**src/sv/gfp_pkg.sv**
```systemverilog
// Package: shared types, register indexes, sequencer steps and constants for the GPS fix block.
package gfp_pkg;

    typedef struct packed {
        logic signed [30:0] fix_lat;
        logic signed [31:0] fix_lon;
        logic signed [27:0] fix_alt;
        logic        [31:0] fix_time;
        logic               fix_present;
    } t_fix;

    typedef struct packed {
        logic signed [39:0] pos_north;
        logic signed [39:0] pos_east;
        logic signed [39:0] pos_up;
        logic signed [31:0] vel_north;
        logic signed [31:0] vel_east;
        logic signed [31:0] vel_up;
        logic               fix_available;
        logic               same_time;
    } t_res;

    typedef struct packed {
        logic [2:0]  index;
        logic [31:0] value;
    } t_cfg;

    typedef enum logic [2:0] {
        ST_IDLE,
        ST_MLOAD,
        ST_MUL,
        ST_DIV,
        ST_DONE
    } t_state;

    localparam logic [2:0] CFG_HOME_LAT   = 3'd0;
    localparam logic [2:0] CFG_HOME_LON   = 3'd1;
    localparam logic [2:0] CFG_HOME_ALT   = 3'd2;
    localparam logic [2:0] CFG_HOME_TIME  = 3'd3;
    localparam logic [2:0] CFG_TIME_SCALE = 3'd4;

    localparam logic [4:0] SP_DLAT  = 5'd0;
    localparam logic [4:0] SP_DLON  = 5'd1;
    localparam logic [4:0] SP_X     = 5'd2;
    localparam logic [4:0] SP_X2    = 5'd3;
    localparam logic [4:0] SP_NORTH = 5'd4;
    localparam logic [4:0] SP_E1    = 5'd5;
    localparam logic [4:0] SP_H7    = 5'd6;
    localparam logic [4:0] SP_H1    = 5'd12;
    localparam logic [4:0] SP_EAST  = 5'd13;
    localparam logic [4:0] SP_VN    = 5'd14;
    localparam logic [4:0] SP_VE    = 5'd15;
    localparam logic [4:0] SP_VU    = 5'd16;

    localparam logic [26:0] PI180_Q32       = 27'd74961321;
    localparam logic [33:0] EARTH_RADIUS_MM = 34'd6371000000;
    localparam logic [30:0] DEG90_Q23       = 31'd754974720;
    localparam logic [30:0] DEG180_Q23      = 31'd1509949440;
    localparam logic [30:0] ONE_Q30         = 31'h40000000;
    localparam logic [9:0]  TIME_SCALE_RST  = 10'd1000;
    localparam logic [5:0]  MUL_STEPS       = 6'd40;
    localparam logic [6:0]  DIV_STEPS       = 7'd64;

    // ceil(2^42 / ((2k)(2k-1))): exact floor division of a 34-bit value by multiply and >> 42
    function automatic logic [41:0] horner_recip(input logic [2:0] k);
        logic [41:0] m;
        case (k)
            3'd7:    m = 42'd24165090721;
            3'd6:    m = 42'd33318534176;
            3'd5:    m = 42'd48867183457;
            3'd4:    m = 42'd78536544842;
            3'd3:    m = 42'd146601550371;
            3'd2:    m = 42'd366503875926;
            3'd1:    m = 42'd2199023255552;
            default: m = 42'd0;
        endcase
        return m;
    endfunction

endpackage

```
**src/sv/gfp_if.sv**
```systemverilog
// Interfaces: fix request, result request and register write channels.
interface gfp_fix_if;
    import gfp_pkg::*;
    logic valid;
    logic ready;
    t_fix data;
    modport source (output valid, output data, input ready);
    modport sink (input valid, input data, output ready);
endinterface

interface gfp_res_if;
    import gfp_pkg::*;
    logic valid;
    logic ready;
    t_res data;
    modport source (output valid, output data, input ready);
    modport sink (input valid, input data, output ready);
endinterface

interface gfp_cfg_if;
    import gfp_pkg::*;
    logic valid;
    logic ready;
    t_cfg data;
    modport source (output valid, output data, input ready);
    modport sink (input valid, input data, output ready);
endinterface

```
**src/sv/gps_fix_to_local_position_speed_top.sv**
```systemverilog
// Top level: GPS fix to local north/east/up position and speed, shared serial multiply/divide.
//
//  channel  | dir | payload                                   | handshake
//  i_fix    | in  | fix_lat, fix_lon, fix_alt, fix_time, pres | valid/ready
//  o_res    | out | pos_*, vel_*, fix_available, same_time    | valid/ready
//  i_cfg    | in  | index, value                              | valid/ready
//
// A request with no fix or a repeated timestamp is answered the cycle after acceptance.
// Other requests run 24 passes of a 40-step shift-add multiplier (two per cosine term, the
// second a reciprocal multiply) and 3 passes of a 64-step restoring divider.
// Reset (synchronous, active low) clears the sequencer, track state and home registers and sets the time scale to 1000.
// A new fix is taken only when idle, the previous result has been taken and no register
// write is offered.
module gps_fix_to_local_position_speed_top (
    input  logic       i_clk,
    input  logic       i_rst_n,
    gfp_fix_if.sink    i_fix,
    gfp_res_if.source  o_res,
    gfp_cfg_if.sink    i_cfg
);
    import gfp_pkg::*;

    t_state r_state, n_state;
    logic [4:0] r_step;

    logic signed [30:0] r_home_lat;
    logic signed [31:0] r_home_lon;
    logic signed [27:0] r_home_alt;
    logic [9:0]         r_ts;
    logic signed [39:0] r_prev_n, r_prev_e, r_prev_u;
    logic [31:0]        r_prev_time;

    logic signed [30:0] r_lat;
    logic signed [31:0] r_lon;
    logic signed [27:0] r_alt;
    logic [31:0]        r_time;
    logic signed [32:0] r_dt;

    logic signed [34:0] r_rad_n, r_rad_e, r_t;
    logic [31:0]        r_x;
    logic [32:0]        r_x2;
    logic               r_cneg;
    logic signed [39:0] r_n, r_e;
    logic [39:0]        r_e1;
    logic signed [31:0] r_vn, r_ve;
    logic [33:0]        r_hn;
    logic               r_hsub;

    logic [87:0] r_acc, r_ma;
    logic [39:0] r_mb;
    logic [5:0]  r_mcnt;

    logic [40:0] r_rem;
    logic [63:0] r_quo;
    logic [39:0] r_dvs;
    logic [6:0]  r_dcnt;
    logic        r_dneg;

    t_res r_res;
    logic r_ovalid;

    logic               w_acc_fix, w_acc_cfg, w_mdone, w_ddone, w_horner, w_vel;
    logic signed [32:0] w_dt_in;
    logic signed [31:0] w_dlat;
    logic signed [32:0] w_dlon;
    logic [31:0]        w_mdlat;
    logic [32:0]        w_mdlon;
    logic [30:0]        w_alat, w_ared;
    logic               w_cneg;
    logic [33:0]        w_r;
    logic [34:0]        w_mrad_n, w_mrad_e, w_mt;
    logic [30:0]        w_cmag;
    logic signed [41:0] w_dn, w_de, w_du;
    logic signed [28:0] w_u;
    logic signed [41:0] w_dsel;
    logic [40:0]        w_mdsel;
    logic [32:0]        w_mdt;
    logic [47:0]        w_opa;
    logic [39:0]        w_opb;
    logic [58:0]        w_rnd25;
    logic [69:0]        w_rnd30;
    logic [40:0]        w_rsh, w_rsub;
    logic               w_rge;
    logic [34:0]        w_q35;
    logic signed [34:0] w_tnew;
    logic signed [31:0] w_vsat;
    logic [2:0]         w_k;

    assign w_acc_fix = i_fix.valid && i_fix.ready;
    assign w_acc_cfg = i_cfg.valid && i_cfg.ready;
    assign i_fix.ready = (r_state == ST_IDLE) && !r_ovalid && !i_cfg.valid;
    assign i_cfg.ready = (r_state == ST_IDLE);
    assign o_res.valid = r_ovalid;
    assign o_res.data  = r_res;

    assign w_mdone  = (r_mcnt == MUL_STEPS);
    assign w_ddone  = (r_dcnt == DIV_STEPS);
    assign w_horner = (r_step >= SP_H7) && (r_step <= SP_H1);
    assign w_vel    = (r_step >= SP_VN);
    assign w_k      = 3'(5'd13 - r_step);

    assign w_dt_in = $signed({1'b0, i_fix.data.fix_time}) - $signed({1'b0, r_prev_time});

    assign w_dlat  = $signed({r_lat[30], r_lat}) - $signed({r_home_lat[30], r_home_lat});
    assign w_dlon  = $signed({r_lon[31], r_lon}) - $signed({r_home_lon[31], r_home_lon});
    assign w_mdlat = w_dlat[31] ? 32'(-w_dlat) : 32'(w_dlat);
    assign w_mdlon = w_dlon[32] ? 33'(-w_dlon) : 33'(w_dlon);
    assign w_alat  = r_lat[30] ? 31'(-r_lat) : 31'(r_lat);
    assign w_cneg  = (w_alat > DEG90_Q23);
    assign w_ared  = w_cneg ? (DEG180_Q23 - w_alat) : w_alat;
    assign w_r     = EARTH_RADIUS_MM + 34'(signed'(r_alt));
    assign w_mrad_n = r_rad_n[34] ? 35'(-r_rad_n) : 35'(r_rad_n);
    assign w_mrad_e = r_rad_e[34] ? 35'(-r_rad_e) : 35'(r_rad_e);
    assign w_mt     = r_t[34] ? 35'(-r_t) : 35'(r_t);
    assign w_cmag   = r_t[34] ? 31'd0 :
                      (r_t > $signed({4'b0, ONE_Q30})) ? ONE_Q30 : r_t[30:0];

    assign w_u  = $signed({r_alt[27], r_alt}) - $signed({r_home_alt[27], r_home_alt});
    assign w_dn = 42'(r_n) - 42'(r_prev_n);
    assign w_de = 42'(r_e) - 42'(r_prev_e);
    assign w_du = 42'(w_u) - 42'(r_prev_u);

    always_comb begin
        case (r_step)
            SP_VN:   w_dsel = w_dn;
            SP_VE:   w_dsel = w_de;
            default: w_dsel = w_du;
        endcase
    end
    assign w_mdsel = w_dsel[41] ? 41'(-w_dsel) : 41'(w_dsel);
    assign w_mdt   = r_dt[32] ? 33'(-r_dt) : 33'(r_dt);

    always_comb begin
        w_opa = '0;
        w_opb = '0;
        case (r_step)
            SP_DLAT: begin
                w_opa = 48'(w_mdlat);
                w_opb = 40'(PI180_Q32);
            end
            SP_DLON: begin
                w_opa = 48'(w_mdlon);
                w_opb = 40'(PI180_Q32);
            end
            SP_X: begin
                w_opa = 48'(w_ared);
                w_opb = 40'(PI180_Q32);
            end
            SP_X2: begin
                w_opa = 48'(r_x);
                w_opb = 40'(r_x);
            end
            SP_NORTH: begin
                w_opa = 48'(w_r);
                w_opb = 40'(w_mrad_n);
            end
            SP_E1: begin
                w_opa = 48'(w_r);
                w_opb = 40'(w_mrad_e);
            end
            SP_EAST: begin
                w_opa = 48'(r_e1);
                w_opb = 40'(w_cmag);
            end
            default: begin
                if (w_horner && r_hsub) begin
                    w_opa = 48'(horner_recip(w_k));
                    w_opb = 40'(r_hn);
                end else if (w_horner) begin
                    w_opa = 48'(r_x2);
                    w_opb = 40'(w_mt);
                end else begin
                    w_opa = 48'(w_mdsel);
                    w_opb = 40'(r_ts);
                end
            end
        endcase
    end

    assign w_rnd25 = r_acc[58:0] + 59'h1000000;
    assign w_rnd30 = r_acc[69:0] + 70'h20000000;

    assign w_rsh  = {r_rem[39:0], r_quo[63]};
    assign w_rge  = (w_rsh >= {1'b0, r_dvs});
    assign w_rsub = w_rsh - {1'b0, r_dvs};

    assign w_q35  = {1'b0, r_acc[75:42]};
    assign w_tnew = $signed({4'b0, ONE_Q30}) - (r_t[34] ? 35'(-w_q35) : 35'(w_q35));

    always_comb begin
        if (!r_dneg && (r_quo > 64'h7FFFFFFF)) begin
            w_vsat = 32'sh7FFFFFFF;
        end else if (r_dneg && (r_quo > 64'h80000000)) begin
            w_vsat = 32'sh80000000;
        end else begin
            w_vsat = r_dneg ? 32'(-r_quo[31:0]) : 32'(r_quo[31:0]);
        end
    end

    always_comb begin
        n_state = r_state;
        case (r_state)
            ST_IDLE: begin
                if (w_acc_fix && i_fix.data.fix_present && (w_dt_in != '0)) begin
                    n_state = ST_MLOAD;
                end
            end
            ST_MLOAD: n_state = ST_MUL;
            ST_MUL: begin
                if (w_mdone) begin
                    n_state = w_vel ? ST_DIV : ST_MLOAD;
                end
            end
            ST_DIV: begin
                if (w_ddone) begin
                    n_state = (r_step == SP_VU) ? ST_DONE : ST_MLOAD;
                end
            end
            ST_DONE: n_state = ST_IDLE;
            default: n_state = ST_IDLE;
        endcase
    end

    always_ff @(posedge i_clk) begin
        if (!i_rst_n) begin
            r_state <= ST_IDLE;
        end else begin
            r_state <= n_state;
        end
    end

    always_ff @(posedge i_clk) begin
        if (!i_rst_n) begin
            r_step      <= '0;
            r_hsub      <= 1'b0;
            r_home_lat  <= '0;
            r_home_lon  <= '0;
            r_home_alt  <= '0;
            r_ts        <= TIME_SCALE_RST;
            r_prev_n    <= '0;
            r_prev_e    <= '0;
            r_prev_u    <= '0;
            r_prev_time <= '0;
            r_ovalid    <= 1'b0;
            r_mcnt      <= '0;
            r_dcnt      <= '0;
        end else begin
            if (r_ovalid && o_res.ready) begin
                r_ovalid <= 1'b0;
            end
            if (w_acc_cfg) begin
                case (i_cfg.data.index)
                    CFG_HOME_LAT: r_home_lat <= i_cfg.data.value[30:0];
                    CFG_HOME_LON: r_home_lon <= i_cfg.data.value;
                    CFG_HOME_ALT: r_home_alt <= i_cfg.data.value[27:0];
                    CFG_HOME_TIME: begin
                        r_prev_time <= i_cfg.data.value;
                        r_prev_n    <= '0;
                        r_prev_e    <= '0;
                        r_prev_u    <= '0;
                    end
                    CFG_TIME_SCALE: r_ts <= i_cfg.data.value[9:0];
                    default: ;
                endcase
            end
            case (r_state)
                ST_IDLE: begin
                    if (w_acc_fix) begin
                        r_lat  <= i_fix.data.fix_lat;
                        r_lon  <= i_fix.data.fix_lon;
                        r_alt  <= i_fix.data.fix_alt;
                        r_time <= i_fix.data.fix_time;
                        r_dt   <= w_dt_in;
                        r_step <= SP_DLAT;
                        r_hsub <= 1'b0;
                        r_t    <= $signed({4'b0, ONE_Q30});
                        if (!i_fix.data.fix_present) begin
                            r_res    <= '0;
                            r_ovalid <= 1'b1;
                        end else if (w_dt_in == '0) begin
                            r_res <= '{pos_north: r_prev_n, pos_east: r_prev_e,
                                       pos_up: r_prev_u, vel_north: '0, vel_east: '0,
                                       vel_up: '0, fix_available: 1'b1, same_time: 1'b1};
                            r_ovalid <= 1'b1;
                        end
                    end
                end
                ST_MLOAD: begin
                    r_ma   <= 88'(w_opa);
                    r_mb   <= w_opb;
                    r_acc  <= '0;
                    r_mcnt <= '0;
                end
                ST_MUL: begin
                    if (!w_mdone) begin
                        if (r_mb[0]) begin
                            r_acc <= r_acc + r_ma;
                        end
                        r_ma   <= {r_ma[86:0], 1'b0};
                        r_mb   <= {1'b0, r_mb[39:1]};
                        r_mcnt <= r_mcnt + 6'd1;
                    end else if (w_vel) begin
                        r_rem  <= '0;
                        r_quo  <= r_acc[63:0];
                        r_dvs  <= 40'(w_mdt);
                        r_dneg <= w_dsel[41] ^ r_dt[32];
                        r_dcnt <= '0;
                    end else if (w_horner && !r_hsub) begin
                        r_hn   <= r_acc[63:30];
                        r_hsub <= 1'b1;
                    end else begin
                        r_step <= r_step + 5'd1;
                        r_hsub <= 1'b0;
                        case (r_step)
                            SP_DLAT: r_rad_n <= w_dlat[31] ? -$signed({1'b0, w_rnd25[58:25]})
                                                          : $signed({1'b0, w_rnd25[58:25]});
                            SP_DLON: r_rad_e <= w_dlon[32] ? -$signed({1'b0, w_rnd25[58:25]})
                                                          : $signed({1'b0, w_rnd25[58:25]});
                            SP_X: begin
                                r_x    <= w_rnd25[56:25];
                                r_cneg <= w_cneg;
                            end
                            SP_X2:    r_x2 <= r_acc[62:30];
                            SP_NORTH: r_n  <= r_rad_n[34] ? -$signed({1'b0, w_rnd30[68:30]})
                                                          : $signed({1'b0, w_rnd30[68:30]});
                            SP_E1:    r_e1 <= w_rnd30[69:30];
                            SP_EAST:  r_e  <= (r_rad_e[34] ^ r_cneg)
                                              ? -$signed({1'b0, w_rnd30[68:30]})
                                              : $signed({1'b0, w_rnd30[68:30]});
                            default:  r_t  <= w_tnew;
                        endcase
                    end
                end
                ST_DIV: begin
                    if (!w_ddone) begin
                        r_rem  <= w_rge ? w_rsub : w_rsh;
                        r_quo  <= {r_quo[62:0], w_rge};
                        r_dcnt <= r_dcnt + 7'd1;
                    end else begin
                        r_step <= r_step + 5'd1;
                        case (r_step)
                            SP_VN:   r_vn <= w_vsat;
                            SP_VE:   r_ve <= w_vsat;
                            SP_VU: begin
                                r_res <= '{pos_north: r_n, pos_east: r_e, pos_up: 40'(w_u),
                                           vel_north: r_vn, vel_east: r_ve, vel_up: w_vsat,
                                           fix_available: 1'b1, same_time: 1'b0};
                            end
                            default: ;
                        endcase
                    end
                end
                ST_DONE: begin
                    r_prev_n    <= r_n;
                    r_prev_e    <= r_e;
                    r_prev_u    <= 40'(w_u);
                    r_prev_time <= r_time;
                    r_ovalid    <= 1'b1;
                end
                default: ;
            endcase
        end
    end

    a_busy_not_ready: assert property (@(posedge i_clk) disable iff (!i_rst_n)
        (r_state != ST_IDLE) |-> !i_fix.ready)
        else $error("fix taken while sequencer busy");

    a_mul_bound: assert property (@(posedge i_clk) disable iff (!i_rst_n)
        (r_state == ST_MUL) |-> (r_mcnt <= MUL_STEPS))
        else $error("multiplier step count overrun");

    a_done_valid: assert property (@(posedge i_clk) disable iff (!i_rst_n)
        (r_state == ST_DONE) |=> r_ovalid)
        else $error("finished request not presented");

    a_same_avail: assert property (@(posedge i_clk) disable iff (!i_rst_n)
        (r_ovalid && r_res.same_time) |-> r_res.fix_available)
        else $error("repeated time without fix");

    a_nofix_zero: assert property (@(posedge i_clk) disable iff (!i_rst_n)
        (r_ovalid && !r_res.fix_available) |-> (r_res.vel_north == '0 && r_res.pos_north == '0))
        else $error("no-fix result carries data");

endmodule
```
**src/flat_wrapper.sv**
```systemverilog
// flat-port wrapper written by rule: the top's interface ports become plain ports
module gps_fix_to_local_position_speed_top_flat import gfp_pkg::*;
  (i_clk, i_rst_n, i_fix_valid, i_fix_data, i_fix_ready, o_res_valid, o_res_data, o_res_ready, i_cfg_valid, i_cfg_data, i_cfg_ready);
  gfp_fix_if i_fix_i ();
  gfp_res_if o_res_i ();
  gfp_cfg_if i_cfg_i ();
  input  logic i_clk;
  input  logic i_rst_n;
  input wire logic [$bits(i_fix_i.valid)-1:0] i_fix_valid;
  input wire logic [$bits(i_fix_i.data)-1:0] i_fix_data;
  output wire logic [$bits(i_fix_i.ready)-1:0] i_fix_ready;
  output wire logic [$bits(o_res_i.valid)-1:0] o_res_valid;
  output wire logic [$bits(o_res_i.data)-1:0] o_res_data;
  input wire logic [$bits(o_res_i.ready)-1:0] o_res_ready;
  input wire logic [$bits(i_cfg_i.valid)-1:0] i_cfg_valid;
  input wire logic [$bits(i_cfg_i.data)-1:0] i_cfg_data;
  output wire logic [$bits(i_cfg_i.ready)-1:0] i_cfg_ready;
  assign i_fix_i.valid = i_fix_valid;
  assign i_fix_i.data = i_fix_data;
  assign i_fix_ready = i_fix_i.ready;
  assign o_res_valid = o_res_i.valid;
  assign o_res_data = o_res_i.data;
  assign o_res_i.ready = o_res_ready;
  assign i_cfg_i.valid = i_cfg_valid;
  assign i_cfg_i.data = i_cfg_data;
  assign i_cfg_ready = i_cfg_i.ready;
  gps_fix_to_local_position_speed_top u_core (.i_clk(i_clk), .i_rst_n(i_rst_n), .i_fix(i_fix_i), .o_res(o_res_i), .i_cfg(i_cfg_i));
endmodule
```
**config.mk**
```make
export PLATFORM = sky130hd
export DESIGN_NAME = gps_fix_to_local_position_speed_top_flat
export DESIGN_NICKNAME = d
export VERILOG_FILES = /design/src/sv/gfp_pkg.sv /design/src/sv/gfp_if.sv /design/src/sv/gps_fix_to_local_position_speed_top.sv /design/src/flat_wrapper.sv
export SDC_FILE = /design/constraint.sdc
export NUM_CORES = 2
export LEC_CHECK = 0
export BUFFER_PORTS_ARGS = -buffer_cell sky130_fd_sc_hd__buf_2
export CAP_MARGIN = 20
export CORE_ASPECT_RATIO = 1.4
export CORE_MARGIN = 2
export CORE_UTILIZATION = 45
export DETAILED_ROUTE_END_ITERATION = 6
export PLACE_DENSITY = 0.73
export SETUP_SLACK_MARGIN = 0.3
export SYNTH_ARGS = -nofsm -noshare
export SYNTH_HDL_FRONTEND = slang
export SYNTH_SLANG_ARGS = --single-unit
```
**constraint.sdc**
```tcl
create_clock -name i_clk -period 41.6 [get_ports i_clk]
set_input_delay 8.32 -clock i_clk [delete_from_list [all_inputs] [get_ports i_clk]]
set_output_delay 8.32 -clock i_clk [all_outputs]
set_load 0.005 [all_outputs]
```
### Word level (Yosys, flattened, before mapping)

Cells that the tools add are included.

| cells by class | value |
|---|---|
| $add $sub $neg | 30 |
| magnitude comparators | 8 |
| equality and inequality tests | 39 |
| multiplexer cells | 91 |
| bitwise operators | 4 |
| reductions and logical operators | 58 |

Operators by type and width:

| operator | count |
|---|---|
| $mux W218 | 5 |
| $mux W40 | 11 |
| $pmux W218 S2 | 1 |
| $pmux W88 S2 | 2 |
| $mux W35 | 10 |
| $pmux W42 S7 | 1 |
| $pmux W48 S6 | 1 |
| $mux W88 | 3 |
| $mux W32 | 8 |
| $pmux W40 S5 | 1 |
| $mux W64 | 3 |
| $pmux W40 S2 | 2 |
| $pmux W64 S2 | 1 |
| $mux W31 | 4 |
| $neg A35 Y35 | 3 |
| $add A88 B88 Y88 | 1 |
| $pmux W42 S2 | 1 |
| $mux W41 | 2 |
| $sub A40 B40 Y41 | 2 |
| $mux W39 | 2 |
| $add A70 B30 Y70 const B | 1 |
| $neg A34 Y35 | 2 |
| $pmux W35 S2 | 1 |
| $mux W34 | 2 |
| 71 further kinds | 160 |

| word-level totals | value |
|---|---|
| register bits | 1,393 |
| input bits | 164 |
| output and inout bits | 221 |
| word-level logic and storage cells | 281 |

### Longest topological paths before layout

| depth | value |
|---|---|
| word-level depth | 9 |
| gate-level depth with buffers | 32 |
| depth with buffers taken out | 30 |

### Least setup slack after synthesis

Ideal clock, no wire load.

| timing path | value |
|---|---|
| path type | in2reg |
| start | input port i_fix_data[1] |
| end | register u_core.r_res (netlist bit u_core.o_res.data[0]) (enable) |
| library setup time | 1.101 ns |
| arrival | 26.736 ns |
| required time | 40.499 ns |
| setup slack | 13.763 ns |
| stages on the path | 15 |
| path buffers | 0 |
| cell sequence | inv_1 ha_1 fa_1 nor2b_1 o21ai_0 a21oi_1 o31a_1 o2111ai_1 a21o_1 a41oi_1 a31oi_1 or4_1 nor4_1 nand4_1 a221oi_1 |

| between the ends | value |
|---|---|
| longest elaborated chain between the ends | 4 |

RTL lines:

| element | line | text |
|---|---|---|
| start: declaration | flat_wrapper.sv:10 | `input wire logic [$bits(i_fix_i.data)-1:0] i_fix_data;` |
| $sub A32 B32 Y33 | gps_fix_to_local_position_speed_top.sv:102 | `assign w_dt_in = $signed({1'b0, i_fix.data.fix_time}) - $signed({1'b0, r_prev_time});` |
| $logic_not A33 Y1 | gps_fix_to_local_position_speed_top.sv:280 | `end else if (w_dt_in == '0) begin` |
| $ne A3 B3 Y1 (no line) | - |  |
| $reduce_and A6 Y1 (no line) | - |  |
| end signal: assignment | gps_fix_to_local_position_speed_top.sv:281 | `r_res <= '{pos_north: r_prev_n, pos_east: r_prev_e,` |
| end signal: assignment | gps_fix_to_local_position_speed_top.sv:345 | `r_res <= '{pos_north: r_n, pos_east: r_e, pos_up: 40'(w_u),` |
| end: declaration | gps_fix_to_local_position_speed_top.sv:59 | `t_res r_res;` |

No other way between the ends.
A chain may end at the register's enable or synchronous reset.

### Worst setup path after layout

| timing path | value |
|---|---|
| start | input port i_cfg_valid |
| end | output port i_fix_ready |

| between the ends | value |
|---|---|
| longest elaborated chain between the ends | 2 |

RTL lines:

| element | line | text |
|---|---|---|
| start: declaration | flat_wrapper.sv:15 | `input wire logic [$bits(i_cfg_i.valid)-1:0] i_cfg_valid;` |
| $logic_not A1 Y1 | gps_fix_to_local_position_speed_top.sv:91 | `assign i_fix.ready = (r_state == ST_IDLE) && !r_ovalid && !i_cfg.valid;` |
| $logic_and A1 B1 Y1 | gps_fix_to_local_position_speed_top.sv:91 |  |
| end: declaration | flat_wrapper.sv:11 | `output wire logic [$bits(i_fix_i.ready)-1:0] i_fix_ready;` |

No other way between the ends.

==> reports/summary.txt <==
Clock Skew: 0.0544 ns
depth of the CTS H-tree: 4
most area-consuming cells after synthesis: edfxtp_1, dfxtp_1, nand2_1, ha_1, xnor2_1
origin of the critical flop-to-flop path: u_core.r_alt[0]
Worst Tran Pin Value: 1.27 ns
unrepaired setup endpoints after global routing: no
final number of setup-violating endpoints: 0
f_max: 0.0580 GHz
count of maximum capacitance violations: 0
worst-case vdd ir drop: 0.0351 mV
first-pass GRT wire length: 473,000 µm
post-layout instance count excluding filler cells: 12,100
run status: finished, violations left
Detailed Route Iter0 Violations: 8,832
most used flip-flop cell after synthesis: edfxtp_1
number of enable flip-flop cells after synthesis: 1,077
number of CTS-inserted buffers: 147
failing checks: design-rule violations
Core Rows: 188
Max FO, Critical Path: 3
number of I/O port buffers: 384
top cells by count, synth: nand2_1, edfxtp_1, a21oi_1
Std-Cell Core Area: 0.188 mm²
PnR Total Power: 4.60 mW
vias post-DR: 75,400
Register-to-Register Path Depth: 30
placed instance count: 11,800
worst hold margin: 0.454 ns
fraction of final layout cells sized beyond drive strength 1: 9.43%
final hold violation count: 0
pin count of the biggest net entering global routing: 148
Netlist cell types: 113
Final Critical Period: 17.23 ns
top-level I/O count: 385
number of filler cells placed in the layout: 17,300
clock-pin slew on the worst setup and hold paths: 0.06 ns
number of warnings printed during yosys synthesis: 0
Mean Syn Cell Area: 9.17 µm²
post-synthesis cell area: 0.0852 mm²
post-detailed-route wirelength per cell: 27.3 µm
net count after synthesis: 9,826
total count of max-transition violations in the final report: 0
die area: 0.193 mm²
data required time of the critical path: 33.28 ns
die outline height: 519 µm
total negative slack for setup checks: 0 ns
worst min path class: flop to flop
Final nets: 9,994
total power per unit cell area: 48.7 mW/mm²
leakage power: 34.5 nW
worst setup path class: input pin to output pin
Worst Hold Launch: u_core.r_home_lon[11]
cell with the most instances after synthesis: nand2_1
vias in the first global route: 71,000
clock insertion delay at the later pin of the skew report: 0.85 ns
Async SR Flop Fraction: 0%
Gate Count Post-Synth: 9,286
Vias per Instance: 6.25
final HPWL from detailed placement: 250,000 µm
antenna violations before repair: 25
remaining max-slew budget at the tightest pin: 14.4%
CTS tree: yes
Post-CTS Hold Buffers: 0
First-pass DRT Iterations: 7
Total Routing Usage GR: 33.0%
total grt overflow: 0
nature of the critical path startpoint: input pin
CP endpoint kind: output pin
Post-DRT Antenna Nets: 0
data arrival time of the critical path: 8.91 ns
floorplan die width: 372 µm
fraction of post-synthesis cell area in the top cell type by area: 38.0%
number of remaining DRC errors: 2
clk sinks: 1,342
placer's final routability congestion estimate: 1.04
root buf cell: clkbuf_16
cell taking the most area after synthesis: edfxtp_1
hold path cells: 2
total wire length after detailed routing: 329,000 µm
post-CTS setup buffers: 0
post-CTS resize count: 0
beginning of the critical path: i_cfg_valid
starting density of the core: 45.4%
final critical-path share of the clock period: 41.4%
Clock Tree Buf Depth: 4
flops & latches, synth: 1,342
area added between synthesis and finish: 10.9%
proportion of synthesized chip area in sequential cells: 44.2%
-- cells in the final DEF (no fill, tap or decap), types with 263 or more instances in the layout --
| cell type | instances |
|---|---|
| nand2_1 | 1280 |
| edfxtp_1 | 1077 |
| a21oi_1 | 712 |
| nor2_1 | 648 |
| o21ai_0 | 511 |
| xnor2_1 | 506 |
| inv_1 | 478 |
| buf_2 | 383 |
| ha_1 | 366 |
| nand3_1 | 348 |
| xor2_1 | 343 |
| dfxtp_1 | 263 |
-- layer usage --
metal | vias up | GRT usage [%] | part of all wire (%)
met5 | - | 0 | 0.041
met4 | 22 | 20.7 | 7.2
met3 | 901 | 5.88 | 9.0
met2 | 3891 | 53.8 | 47
met1 | 36600 | 40.1 | 37
li1 | 34000 | - | -
-- logic make-up after synthesis --
| group | share of synthesized area, % |
|---|---|
| simple gates | 18.4 |
| fa+ha+maj | 5.60 |
| mux | 0.649 |
| compound gates | 17.9 |
| flops | 44.2 |
| xor+xnor | 8.77 |
| buf+inv | 4.42 |
-- final cells by class --
type	count	area, µm²	area share [%]
multi-input cells	6964	44000	46.6
diodes	21	52.6	0.0556
flip-flops and latches	1342	37600	39.9
inverters	484	1820	1.93
well taps	2470	3090	3.27
repair buffers	515	2930	3.10
clock inverters	74	896	0.948
clock buffers	182	4020	4.25
-- final timing paths --
path | slack, ns | end
hold reg to reg | 0.45 | u_core.r_home_lon[11]
setup / recovery | 24.37 | i_fix_ready
hold / removal | 0.45 | u_core.r_home_lon[11]
setup reg to reg | 32.85 | u_core.r_ma[11]
-- worst max-delay path, stage by stage --
cell and delay [ns]:
buf_2 0.11, nor3b_1 0.30, buf_2 0.18
-- sequential cells by signal, summed over array words and instances, names as in the netlist, 64 cells and up --
name and cells:
u_core.o_res.data 207, u_core.r_quo 64, u_core.r_ma 76, u_core.r_acc 76
-- per-stage QoR --
stage | cell area (µm²) | worst slack [ns] | util (%)
2_1_floorplan | 85200 | 13.76 | -
3_3_place_gp | 89500 | 24.42 | 47.7
3_5_place_dp | 89500 | 24.39 | 47.7
4_1_cts | 94400 | 24.37 | 50.3
5_1_grt | 94400 | 24.31 | 50.3
6_report | 94500 | 24.37 | 50.3
-- report_power, final --
part	internal [mW]	switching (mW)
combinational	0.482	1.03
sequential	1.61	0.0937
clock	0.806	0.575
Power figures use the tool's default switching activity.
